File: src/design/sac_pkg.sv
// Package: shared constants and types for the set-associative cache pair
`default_nettype none
package sac_pkg;
  localparam int NumSets    = 64;
  localparam int NumWays    = 4;
  localparam int BlockBytes = 32;
  localparam int AddrW      = 48;
  localparam int OffW       = $clog2(BlockBytes);
  localparam int SetW       = (NumSets > 1) ? $clog2(NumSets) : 1;
  localparam int SetBits    = $clog2(NumSets);
  localparam int TagW       = AddrW - OffW - SetBits;
  localparam int WayW       = (NumWays > 1) ? $clog2(NumWays) : 1;
  localparam int RankW      = 8;
  localparam int StampW     = 32;

  typedef enum logic [0:0] {
    PolicyFifo = 1'b0,
    PolicyLru  = 1'b1
  } policy_e;

  typedef enum logic [1:0] {
    StorePlain = 2'd0,
    StorePref  = 2'd1,
    StoreNext  = 2'd2
  } lookup_sel_e;

  // Commands from the controller to the datapath
  typedef struct packed {
    logic        capture;   // latch a new request
    logic        read_set;  // read the set selected by sel
    logic        update;    // write back the set selected by sel
    lookup_sel_e sel;
  } sac_cmd_t;

  // Status from the datapath to the controller
  typedef struct packed {
    logic pref_hit;
  } sac_sts_t;
endpackage
`default_nettype wire

File: src/design/sac_ctrl.sv
// Controller: sequences the lookups of one request
`default_nettype none
module sac_ctrl (
  input  wire                     clk_i,
  input  wire                     rst_ni,
  input  wire                     req_valid_i,
  output logic                    req_ready_o,
  output logic                    rsp_valid_o,
  input  wire                     rsp_ready_i,
  input  wire sac_pkg::sac_sts_t  sts_i,
  output sac_pkg::sac_cmd_t       cmd_o
);
  typedef enum logic [6:0] {
    StIdle  = 7'b0000001,
    StPlRd  = 7'b0000010,
    StPlWr  = 7'b0000100,
    StPfRd  = 7'b0001000,
    StPfWr  = 7'b0010000,
    StNxRd  = 7'b0100000,
    StNxWr  = 7'b1000000
  } state_e;

  state_e state_q, state_d;
  logic   rsp_valid_q, rsp_valid_d;
  logic   busy;

  assign busy        = (state_q != StIdle);
  assign req_ready_o = !busy && (!rsp_valid_q || rsp_ready_i);
  assign rsp_valid_o = rsp_valid_q;

  // Advance through plain, prefetch and next-block lookups
  always_comb begin
    state_d       = state_q;
    rsp_valid_d   = rsp_valid_q;
    cmd_o         = '0;
    cmd_o.sel     = sac_pkg::StorePlain;
    if (rsp_valid_q && rsp_ready_i) rsp_valid_d = 1'b0;
    unique case (state_q)
      StIdle: begin
        if (req_valid_i && req_ready_o) begin
          cmd_o.capture = 1'b1;
          state_d       = StPlRd;
        end
      end
      StPlRd: begin
        cmd_o.read_set = 1'b1;
        state_d        = StPlWr;
      end
      StPlWr: begin
        cmd_o.update = 1'b1;
        state_d      = StPfRd;
      end
      StPfRd: begin
        cmd_o.sel      = sac_pkg::StorePref;
        cmd_o.read_set = 1'b1;
        state_d        = StPfWr;
      end
      StPfWr: begin
        cmd_o.sel    = sac_pkg::StorePref;
        cmd_o.update = 1'b1;
        if (sts_i.pref_hit) begin
          rsp_valid_d = 1'b1;
          state_d     = StIdle;
        end else begin
          state_d = StNxRd;
        end
      end
      StNxRd: begin
        cmd_o.sel      = sac_pkg::StoreNext;
        cmd_o.read_set = 1'b1;
        state_d        = StNxWr;
      end
      StNxWr: begin
        cmd_o.sel    = sac_pkg::StoreNext;
        cmd_o.update = 1'b1;
        rsp_valid_d  = 1'b1;
        state_d      = StIdle;
      end
      default: state_d = StIdle;
    endcase
  end

  always_ff @(posedge clk_i or negedge rst_ni) begin
    if (!rst_ni) begin
      state_q     <= StIdle;
      rsp_valid_q <= 1'b0;
    end else begin
      state_q     <= state_d;
      rsp_valid_q <= rsp_valid_d;
    end
  end
endmodule
`default_nettype wire

File: config.mk
export PLATFORM = sky130hd
export DESIGN_NAME = sac_ctrl
export DESIGN_NICKNAME = d
export VERILOG_FILES = /design/src/design/sac_pkg.sv /design/src/design/sac_ctrl.sv
export SDC_FILE = /design/constraint.sdc
export NUM_CORES = 1
export LEC_CHECK = 0
export ABC_AREA = 1
export BUFFER_PORTS_ARGS = -buffer_cell sky130_fd_sc_hd__buf_2
export CAP_MARGIN = 20
export CORE_AREA = 2 2 39 41
export DETAILED_ROUTE_END_ITERATION = 16
export DIE_AREA = 0 0 41 43
export HOLD_SLACK_MARGIN = 0.08
export PLACE_DENSITY = 0.61
export SLEW_MARGIN = 20
export SYNTH_ARGS = -nofsm -noshare
export SYNTH_HDL_FRONTEND = slang
export SYNTH_SLANG_ARGS = --single-unit
File: constraint.sdc
create_clock -name clk_i -period 3 [get_ports clk_i]
set_clock_uncertainty 0.15 [all_clocks]
set_input_delay 0.6 -clock clk_i [delete_from_list [all_inputs] [get_ports clk_i]]
set_output_delay 0.6 -clock clk_i [all_outputs]
set_load 0.02 [all_outputs]
== Yosys cells after proc, flatten, opt, wreduce, memory -nomap -nowiden ==
Index checks and enable logic that the tools add are counted.

* Register bits: 8
* Latch bits: 0
* Memory bits (writable): 0
* Bits in read-only memories: 0
* Bits of input ports: 5
* Output and inout port bits: 7
* Word-level logic and storage cells: 32
* Memories kept: 0

* Add/sub/neg operators: 0
* Multipliers: 0
* Div/mod/pow operators: 0
* Order comparisons: 0
* Eq/ne operators: 9
* Shift-type cells: 0
* Mux-type cells: 11
* Bitwise gates (word level): 0
* Reductions and logical operators: 10

{| class="wikitable"
|+ Operators with widths
! kind !! number
|-
| $pmux 7 s6 || 1
|-
| $eq 7x1->1 const B || 1
|-
| $eq 7x2->1 const B || 1
|-
| $eq 7x3->1 const B || 1
|-
| $eq 7x4->1 const B || 1
|-
| $eq 7x5->1 const B || 1
|-
| $eq 7x6->1 const B || 1
|-
| $eq 7x7->1 const B || 1
|-
| $mux 7 || 1
|-
| $ne 7x1->1 const B || 1
|-
| $mux 1 || 6
|-
| $mux 6 || 1
|-
| $reduce_or 3->1 || 2
|-
| $pmux 2 s2 || 1
|-
| $reduce_or 2->1 || 2
|-
| $logic_and 1x1->1 || 3
|-
| $logic_not 1->1 || 2
|-
| $ne 2x2->1 const B || 1
|-
| $pmux 1 s2 || 1
|-
| $logic_or 1x1->1 || 1
|}

== Depth between registers and ports, before layout ==
Gate-level depths: netlist of run 1.

* Depth in word-level cells: 6
* Mapped depth: 8
* Gate-level depth less buffers: 8

== Worst setup path after synthesis of run 1 ==
OpenSTA, ideal clock, no wires.

* Path type: register to output
* Start point: register state_q[0]
* End point: output port cmd_o[4] in the netlist's numbering
* Arrival: 1.311 ns
* Data required time: 2.250 ns
* Path slack: 0.939 ns
* Stages on the path, launching flop included: 7
* Path buffers: 0
* Cells stage by stage: dfstp_2 -> inv_1 -> nor2_1 -> nand2_1 -> nor2_4 -> inv_2 -> nor3_1

{| class="wikitable"
|+ RTL lines
! element !! RTL line !! RTL
|-
| start, declared || sac_ctrl.sv:23 || <nowiki>state_e state_q, state_d;</nowiki>
|-
| start signal, assigned || sac_ctrl.sv:85 || <nowiki>state_q <= StIdle;</nowiki>
|-
| start signal, assigned || sac_ctrl.sv:88 || <nowiki>state_q <= state_d;</nowiki>
|-
| end, declared || sac_ctrl.sv:11 || <nowiki>output sac_pkg::sac_cmd_t cmd_o</nowiki>
|}

==> flow_summary.ini, run 1 <==
[timing]
period_minus_slack_ps = 2270
setup_slack_ps = 730.5
rsz0062_at_grt = no
finalHoldViolCount = 0
period_share = 0.7565
setup_viol = 0
final.setup.tns_ps = 0
max_freq_ghz = 0.4406
drv_slew = 0
worst_slew_pin_slew_ps = 302.1
whs_ps = 382.4
slew_headroom = 0.7979

[drt]
top_layer_used = met3
wl_met3_um = 53
drc = 0
dr.pass1.iters = 3
drt_iter0_drc = 6
postRouteAntennaNets = 0
wire_per_inst_um = 10.72
wl_um = 965
met2_length_um = 494
vias_per_cell = 4.344
vias = 391
wl_met1_um = 417

[min_path]
min_path_cells = 2
hold_path.class = input port to flop
min_from = sts_i

[yosys]
synth_cells = 58
synth_area_leaders = dfrtp_1 37%, nor2_4 9.6%, nor2_1 8.8%
ys_seq_elements = 8
synth_top_cell_by_area = dfrtp_1
synth_edf_count = 0
yosys.cell_types.count = 17
ys_seq_area_frac = 0.4282
ys_top_cells_by_count = 11 x nor2_1, 7 x dfrtp_1, 7 x inv_1, 6 x nand2_1, 5 x nor2_2
synth.yosys.warnings = 0
syn_area_per_cell_um2 = 8.111
synth_nets = 63
netlist.area_leader.share = 0.3723
synth.most_common_cell = nor2_1
synth-main-ff-cell = dfrtp_1
synth_area_um2 = 470.5
async_flop_share = 1.000

[clock_network]
cts_inserted_buffers = 3
clock_sinks = 8
cts.reportedPaths.clkPinSlew_ps = 60
clock_path_buffers = 2
clock-root-buffer = clkbuf_4
post_cts_resized = 0
cts-htree-levels = 1
insertion_delay_ps = 260
cts_tree = built

[critical_path]
critPathLaunch = state_q[0]
start_kind = flop
crit_buf_inv = 1
critPathMaxStageDelay_ps = 550
crit_type = flop to primary output
cpMostUsedCell = nor2_2
cp.depth = 6
worstPathMaxFanout = 4
rr_worst_depth = 6
cp_slowest_cell = dfstp_2
r2r_setup_slack_ps = 1660
worstPathRequired_ps = 2250
critical_path_arrival_ps = 1520
endpoint = cmd_o[3]
crit_path_end_kind = primary output
r2r-end = state_q[0]
crit_chain = nor2_2 -> nand2_2 -> nor2_2 -> nor2_1 -> o21ai_0 -> buf_2
path_delay_family = flip-flops
rr_startpoint = state_q[0]

[global_routing]
grt_pass1_vias = 351
grtUsageTotal = 0.1332
grt.overflow.total = 0
grt_first_pass_wirelength_mm = 1.497
grt_start_max_net_pins = 9
antenna_found_initial = 0

[power_and_ir_drop]
power_leakage_nw = 0.3102
total_power_mw = 0.4505
cellPowerDensity_nw_per_um2 = 774.4
irDropWorstVdd_v = 0.0002759

[place]
placed_cells = 85
pre_cts_ws_ps = 1025
portBuffers = 11
gp_congestion = 0.7195
place_area_um2 = 545.5
hpwlAfterDp_um = 766.2

[final_layout]
drive_gt1_frac = 0.4324
finalNetCount = 80
diodes = 0
fin_cells = 90
fillCellCount = 162
fin_util = 0.4204
syn_to_final_growth_pct = 23.67
design_area_um2 = 581.8

[job]
drv_cap = 0

[floorplan]
fp-row-count = 14
start_util = 0.3400
core_area_um2 = 1384
die-area_um2 = 1763
die_x_um = 41
io_pins = 12
die_h_um = 43

[outcome]
status = finished, final reports clean
[area by class of cell]
type | count | area, um2 | share of cell area
Multi-Input combinational cell | 41 | 235.2 | 0.4043
Inverter | 9 | 33.78 | 0.05806
Timing Repair Buffer | 12 | 65.06 | 0.1118
Sequential cell | 8 | 201.4 | 0.3462
Clock buffer | 4 | 26.28 | 0.04516
Tap cell | 16 | 20.02 | 0.03441
[how the worst min path moves through the flow]
| stage | to |
|---|---|
| detailed placement | state_q[6] |
| CTS | state_q[5] |
| floorplan | rsp_valid_o |
| global route | state_q[5] |
| global placement | state_q[5] |
| finish | state_q[5] |
[power by group]
group          internal, mW  switching (mW)
combinational        0.0699           0.139
sequential            0.132          0.0200
clock                0.0510          0.0389
[layout by cell type, fill, tap and decap left out]
cell           instances
dlygate4sd3_1          1
nand3_1                1
nand2_4                1
nand2_2                4
o21ai_1                1
inv_1                  7
nand3_2                1
dfrtp_1                7
nor2_4                 4
nor2_1                11
nor2_2                 5
nand4_1                1
clkbuf_1               1
o21ai_0                2
dfstp_2                1
inv_2                  2
clkbuf_4               3
nor3_1                 3
buf_2                 11
nand2_1                6
nand3b_1               1
[repair_timing]
item | 4_1_cts | 5_1_grt
hold buffers | 1 | 0
hold endpoints to repair | 7 | 0
buffers inserted | 0 | 0
[flip-flops by register name (all words and copies together), names as in the netlist]
register	flops
state_q	7
rsp_valid_o	1
[logic make-up (layout without fill, tap and decap cells)]
kind of cell           after synthesis  count (layout)  synth area share
buffers and inverters                9              25           0.07182
AO/OA/AOI/OAI                        3               3           0.03191
flip-flops                           8               8            0.4282
AND/OR/NAND/NOR                     38              38            0.4681
[per-layer routing]
metal,vias up,track usage
li1,208,-
met1,176,0.1405
met2,7,0.2031
met3,0,0.09424
met4,0,0.04000
met5,-,0
(Power assumes the default switching activity.)
==> run 2: changes to the inputs <==
- ABC_AREA: 1 -> 0
- clock period: 3 -> 1.96 ns (I/O delays scaled with it)
==> run 2 against run 1 <==
  * The run now ends with negative setup slack left
  * Sequential share of layout area decreased by 7.1 points
  * Routed wire length is 16% higher
  * Combinational power rose by 130%
  * Clock power grew 58%
  * Sequential cell count is the same
  * Synthesized cell count decreased by 29%
  * Die area stayed put
  * First-iteration DRC count decreased by 67%
  * Non-clock buffer count grew 14
  * Critical path type unchanged
  * Largest cell class unchanged
  * Highest routed layer unchanged
==> flow_summary.ini, run 2 <==
[yosys]
yosys.cell_types.count = 26
netlist.area_leader.share = 0.3911
synth_top_cell_by_area = dfrtp_1
synth_cells = 41
ys_seq_area_frac = 0.4497
synth_area_leaders = dfrtp_1 39%, dfstp_2 5.9%, nor2b_1 5.6%
syn_area_per_cell_um2 = 10.93
synth_area_um2 = 447.9
synth_edf_count = 0
ys_top_cells_by_count = 7 x dfrtp_1, 4 x nand2_1, 4 x nor2b_1
ys_seq_elements = 8
synth.yosys.warnings = 0
synth-main-ff-cell = dfrtp_1
synth.most_common_cell = dfrtp_1
synth_nets = 46
async_flop_share = 1.000

[floorplan]
die_x_um = 41
start_util = 0.3237
die-area_um2 = 1763
io_pins = 12
core_area_um2 = 1384
fp-row-count = 14
die_h_um = 43

[final_layout]
finalNetCount = 77
syn_to_final_growth_pct = 66.20
fin_cells = 87
final_common_cell = buf_4
layout_common_cells = 17 x buf_4, 5 x buf_2, 4 x dfrtp_1
drive_gt1_frac = 0.5915
largest_reg_flops = 7
top_register = state_q
diodes = 0

[outcome]
status = complete, but fails checks
violations = negative setup slack

[timing]
finalHoldViolCount = 0
final.setup.tns_ps = -983.0
rsz0062_at_grt = yes
max_freq_ghz = 0.4395
setup_viol = 6
slew_headroom = 0.8017
worst_slew_pin_slew_ps = 293.3
period_minus_slack_ps = 2275
period_share = 1.161
drv_slew = 0
setup_slack_ps = -315.4

[clock_network]
cts_tree = built
cts_inserted_buffers = 3
cts-htree-levels = 1
clock-root-buffer = clkbuf_4
clock_sinks = 8
insertion_delay_ps = 260
cts.reportedPaths.clkPinSlew_ps = 70
clock_path_buffers = 2

[drt]
drc = 0
drt_iter0_drc = 2
wl_mm = 1.119
vias = 407
vias_per_cell = 4.678
wire_per_inst_um = 12.86
dr.pass1.iters = 3
postRouteAntennaNets = 0

[global_routing]
grtUsageTotal = 0.1741
grt_pass1_vias = 436
grt_start_max_net_pins = 9
grt_first_pass_wirelength_mm = 1.945
grt.overflow.total = 0
antenna_found_initial = 0

[power_and_ir_drop]
irDropWorstVdd_v = 0.0008871
power_leakage_nw = 0.3701
combPwrFrac = 0.564
p_switching_mw = 0.3119
p_seq_frac = 0.273
sw_frac_of_total = 0.3582
clockPowerShare = 0.163
p_int_mw = 0.5589
cellPowerDensity_nw_per_um2 = 1170

[critical_path]
critical_path_arrival_ps = 1730
r2r_setup_slack_ps = 180
crit_type = flop to primary output
start_kind = flop
worstPathMaxFanout = 3
worstPathRequired_ps = 1420
crit_path_end_kind = primary output

[place]
gp_congestion = 0.7261
placed_cells = 73
portBuffers = 11

[job]
drv_cap = 0

[min_path]
hold_path.class = input port to flop
-- run 2: cell types whose count changed in the layout (fill, tap and decap cells not counted), moves of 5 or more --
cell	before	now
nor2_1	11	0
buf_4	0	17
buf_2	11	5
inv_1	7	2
-- run 2: stage by stage --
| step | power (mW) | hold WS (ps) | cell area (um2) | setup slack, ps | utilization |
|---|---|---|---|---|---|
| 3_3_place_gp | 0.5578 | 97.07 | 575.6 | -64.31 | 0.4159 |
| 5_1_grt | 0.9351 | 156.9 | 744.5 | -377.7 | 0.5380 |
| 3_5_place_dp | 0.5610 | 95.87 | 575.6 | -80.98 | 0.4159 |
| 4_1_cts | 0.7977 | 156.9 | 701.9 | -340.8 | 0.5072 |
| 2_1_floorplan | 0.4570 | -53.59 | 462.9 | 1.240 | - |
| 6_report | 0.8708 | 166.2 | 744.5 | -315.4 | 0.5380 |
-- run 2: worst paths after layout --
kind / start / to / depth (start not counted)
min in group asynchronous: rst_ni / state_q[4] / 2
max in group asynchronous: rst_ni / state_q[0] / 2
worst max-delay path: state_q[3] / cmd_o[2] / 4
worst min register to register: rsp_valid_o / rsp_valid_o / 2
worst max register to register: state_q[3] / state_q[0] / 6
worst min-delay path: sts_i / state_q[5] / 2
-- run 2: kinds of logic (layout without fill, tap and decap cells) --
logic type             after synthesis  count (layout)  synth area share
AO/OA/AOI/OAI                        4               4           0.06702
AND/OR/NAND/NOR                     25              25            0.4273
flip-flops                           8               8            0.4497
buffers and inverters                2              32           0.01677
XOR/XNOR                             2               2           0.03911
-- run 2: area by class of cell --
cell class / instances / area (um2)
multi-input combinational: 31 / 289.0
timing repair buffer: 26 / 196.4
sequential: 8 / 205.2
tap: 16 / 20.02
fill: 125 / 639.4
clock buffer: 4 / 26.28
inverter: 2 / 7.507
-- run 2: repair_timing --
action / CTS / global route
pin swaps: 3 / 5
setup buffers: 5 / 4
gates cloned: 0 / 0
resized for setup: 14 / 4
hold buffers: 1 / 0
endpoints found under the setup margin: 6 / 6
hold endpoints to repair: 8 / 0
-- run 2: routing by layer --
| layer | global-route usage | share of wire |
|---|---|---|
| met5 | 0 | 0 |
| met4 | 0.08000 | 0 |
| met3 | 0.07853 | 0.048 |
| met2 | 0.2750 | 0.54 |
| met1 | 0.1881 | 0.41 |
-- run 2: power groups by stage --
| stage | clock, mW | combinational, mW | sequential (mW) |
|---|---|---|---|
| floorplan | 0 | 0.221 | 0.236 |
| global placement | 0 | 0.326 | 0.232 |
| detailed placement | 0 | 0.328 | 0.233 |
| CTS | 0.144 | 0.418 | 0.236 |
| global route | 0.164 | 0.528 | 0.243 |
| finish | 0.142 | 0.491 | 0.238 |
-- run 2: critical path, stage by stage, from the launching register on --
cell,delay [ps]
dfrtp_1,400
or4_4,520
or3_4,370
nand2_4,70
buf_6,110
==> run 3: changes to the inputs <==
- PLACE_DENSITY: 0.61 -> 0.68
==> run 3 against run 2 <==
  * Via count grew 2.9%
  * Setup slack lost 16 ps
  * Clock-buffer cell count is the same
  * Combinational power shrank 1%
  * Global-route usage shrank 3.0 points
  * Worst hold slack gained 24 ps
  * Non-clock buffer count is the same
  * Die area is the same
  * Critical path type unchanged
  * Clock power shrank 4%
  * Sequential share of layout area shrank 0.59 points
  * Critical endpoint is now cmd_o[0]
  * The run still ends with negative setup slack left
  * Register-to-register slack lost 60 ps
  * Core utilization grew 1.2 points
==> flow_summary.ini, run 3 (synthesized netlist as in run 2, its figures left out) <==
[place]
gp_congestion = 0.7067
portBuffers = 11
hpwlAfterDp_um = 767.9
place_area_um2 = 590.6

[power_and_ir_drop]
p_int_mw = 0.5544
clockPowerShare = 0.157
combPwrFrac = 0.564
cellPowerDensity_nw_per_um2 = 1132
sw_frac_of_total = 0.3563
irDropWorstVdd_v = 0.0008463
p_switching_mw = 0.3068
total_power_mw = 0.8612
p_seq_frac = 0.278
power_leakage_nw = 0.3755

[final_layout]
syn_to_final_growth_pct = 69.83
fin_util = 0.5497
top_register = state_q
final_common_cell = buf_4
fillCellCount = 129
largest_reg_flops = 7
drive_gt1_frac = 0.6197
layout_common_cells = 15 x buf_4, 5 x buf_2, 5 x buf_6
design_area_um2 = 760.7
diodes = 0
finalNetCount = 77

[min_path]
hold_path.class = input port to flop

[global_routing]
grtUsageTotal = 0.1439
antenna_found_initial = 0
grt_pass1_vias = 393
grt_start_max_net_pins = 9
grt_first_pass_wirelength_mm = 1.662
grt.overflow.total = 0

[floorplan]
die_h_um = 43
start_util = 0.3237
core_area_um2 = 1384
die_x_um = 41
die-area_um2 = 1763
fp-row-count = 14
io_pins = 12

[clock_network]
clock-root-buffer = clkbuf_4
clock_path_buffers = 2
cts_inserted_buffers = 3
insertion_delay_ps = 250
clock_sinks = 8
cts_tree = built
cts-htree-levels = 1
cts.reportedPaths.clkPinSlew_ps = 50

[timing]
slew_headroom = 0.8312
final.setup.tns_ps = -1023
finalHoldViolCount = 0
setup_slack_ps = -331.2
worst_slew_pin_slew_ps = 252.4
period_minus_slack_ps = 2291
setup_viol = 5
whs_ps = 189.9
max_freq_ghz = 0.4365
drv_slew = 0
rsz0062_at_grt = yes
period_share = 1.169

[drt]
postRouteAntennaNets = 0
vias = 419
drt_iter0_drc = 3
drc = 0
vias_per_cell = 4.816
wire_per_inst_um = 13.55
dr.pass1.iters = 4
wl_mm = 1.179

[outcome]
status = complete, but fails checks
violations = negative setup slack

[critical_path]
path_delay_family = simple AND/OR/NAND/NOR gates
start_kind = flop
critPathMaxStageDelay_ps = 570
cp_slowest_cell = or4_4
worstPathMaxFanout = 3
crit_buf_inv = 1
crit_path_end_kind = primary output
crit_chain = or4_4 -> nor4b_4 -> or2_4 -> buf_6
worstPathRequired_ps = 1420
critical_path_arrival_ps = 1750
crit_type = flop to primary output

[job]
drv_cap = 0
==> run 3: cell types whose count changed in the layout (fill, tap and decap cells not counted) <==
cell | previous run | this run
or2_1 | 1 | 0
a2bb2oi_2 | 0 | 1
a2bb2oi_1 | 1 | 0
or2_4 | 1 | 2
buf_4 | 17 | 15
buf_6 | 3 | 5
==> run 3: layout make-up <==
| cell class | instances | area (um2) | share of cell area |
|---|---|---|---|
| Clock buffer | 4 | 26.28 | 0.03454 |
| Timing Repair Buffer | 26 | 203.9 | 0.2681 |
| Sequential cell | 8 | 205.2 | 0.2697 |
| Multi-Input combinational cell | 31 | 297.8 | 0.3914 |
| Inverter | 2 | 7.507 | 0.009868 |
| Tap cell | 16 | 20.02 | 0.02632 |
==> run 3: path summary, 6_finish.rpt <==
path                             from         end  slack, ps  cells after the start
max                        state_q[0]    cmd_o[0]       -330                      4
min                             sts_i  state_q[5]        190                      2
max reg2reg                state_q[0]  state_q[0]        120                      6
min reg2reg                state_q[6]  state_q[3]        360                      1
max in group asynchronous      rst_ni  state_q[0]       1060                      2
min in group asynchronous      rst_ni  state_q[3]        360                      2
==> run 3: per-stage QoR <==
| stage | worst slack, ps | cells |
|---|---|---|
| final | -331.2 | 87 |
| after global placement | -66.94 | 75 |
| after global routing | -369.4 | 87 |
| after CTS | -353.1 | 86 |
| after floorplan | 1.240 | 41 |
| after detailed placement | -84.18 | 75 |
==> run 3: what timing repair did <==
item / in CTS / in global routing
resized for setup: 13 / 9
buffers inserted: 6 / 2
setup endpoints to repair: 6 / 7
pin swaps: 6 / 9
endpoints found under the hold margin: 8 / 0
hold buffers: 1 / 0
==> run 3: power groups by stage <==
stage               clock network [mW]  registers, mW  logic, mW
floorplan                            0          0.236      0.221
detailed placement                   0          0.234      0.353
global placement                     0          0.232      0.349
CTS                              0.141          0.236      0.417
global route                     0.150          0.242      0.521
finish                           0.136          0.239      0.486
==> run 3: metal layers <==
metal | GRT usage | up-vias | part of all wire
met4 | 0.04000 | 0 | 0
met1 | 0.1589 | 200 | 0.40
li1 | - | 210 | -
met5 | 0 | - | 0
met2 | 0.2375 | 9 | 0.57
met3 | 0.06283 | 0 | 0.031
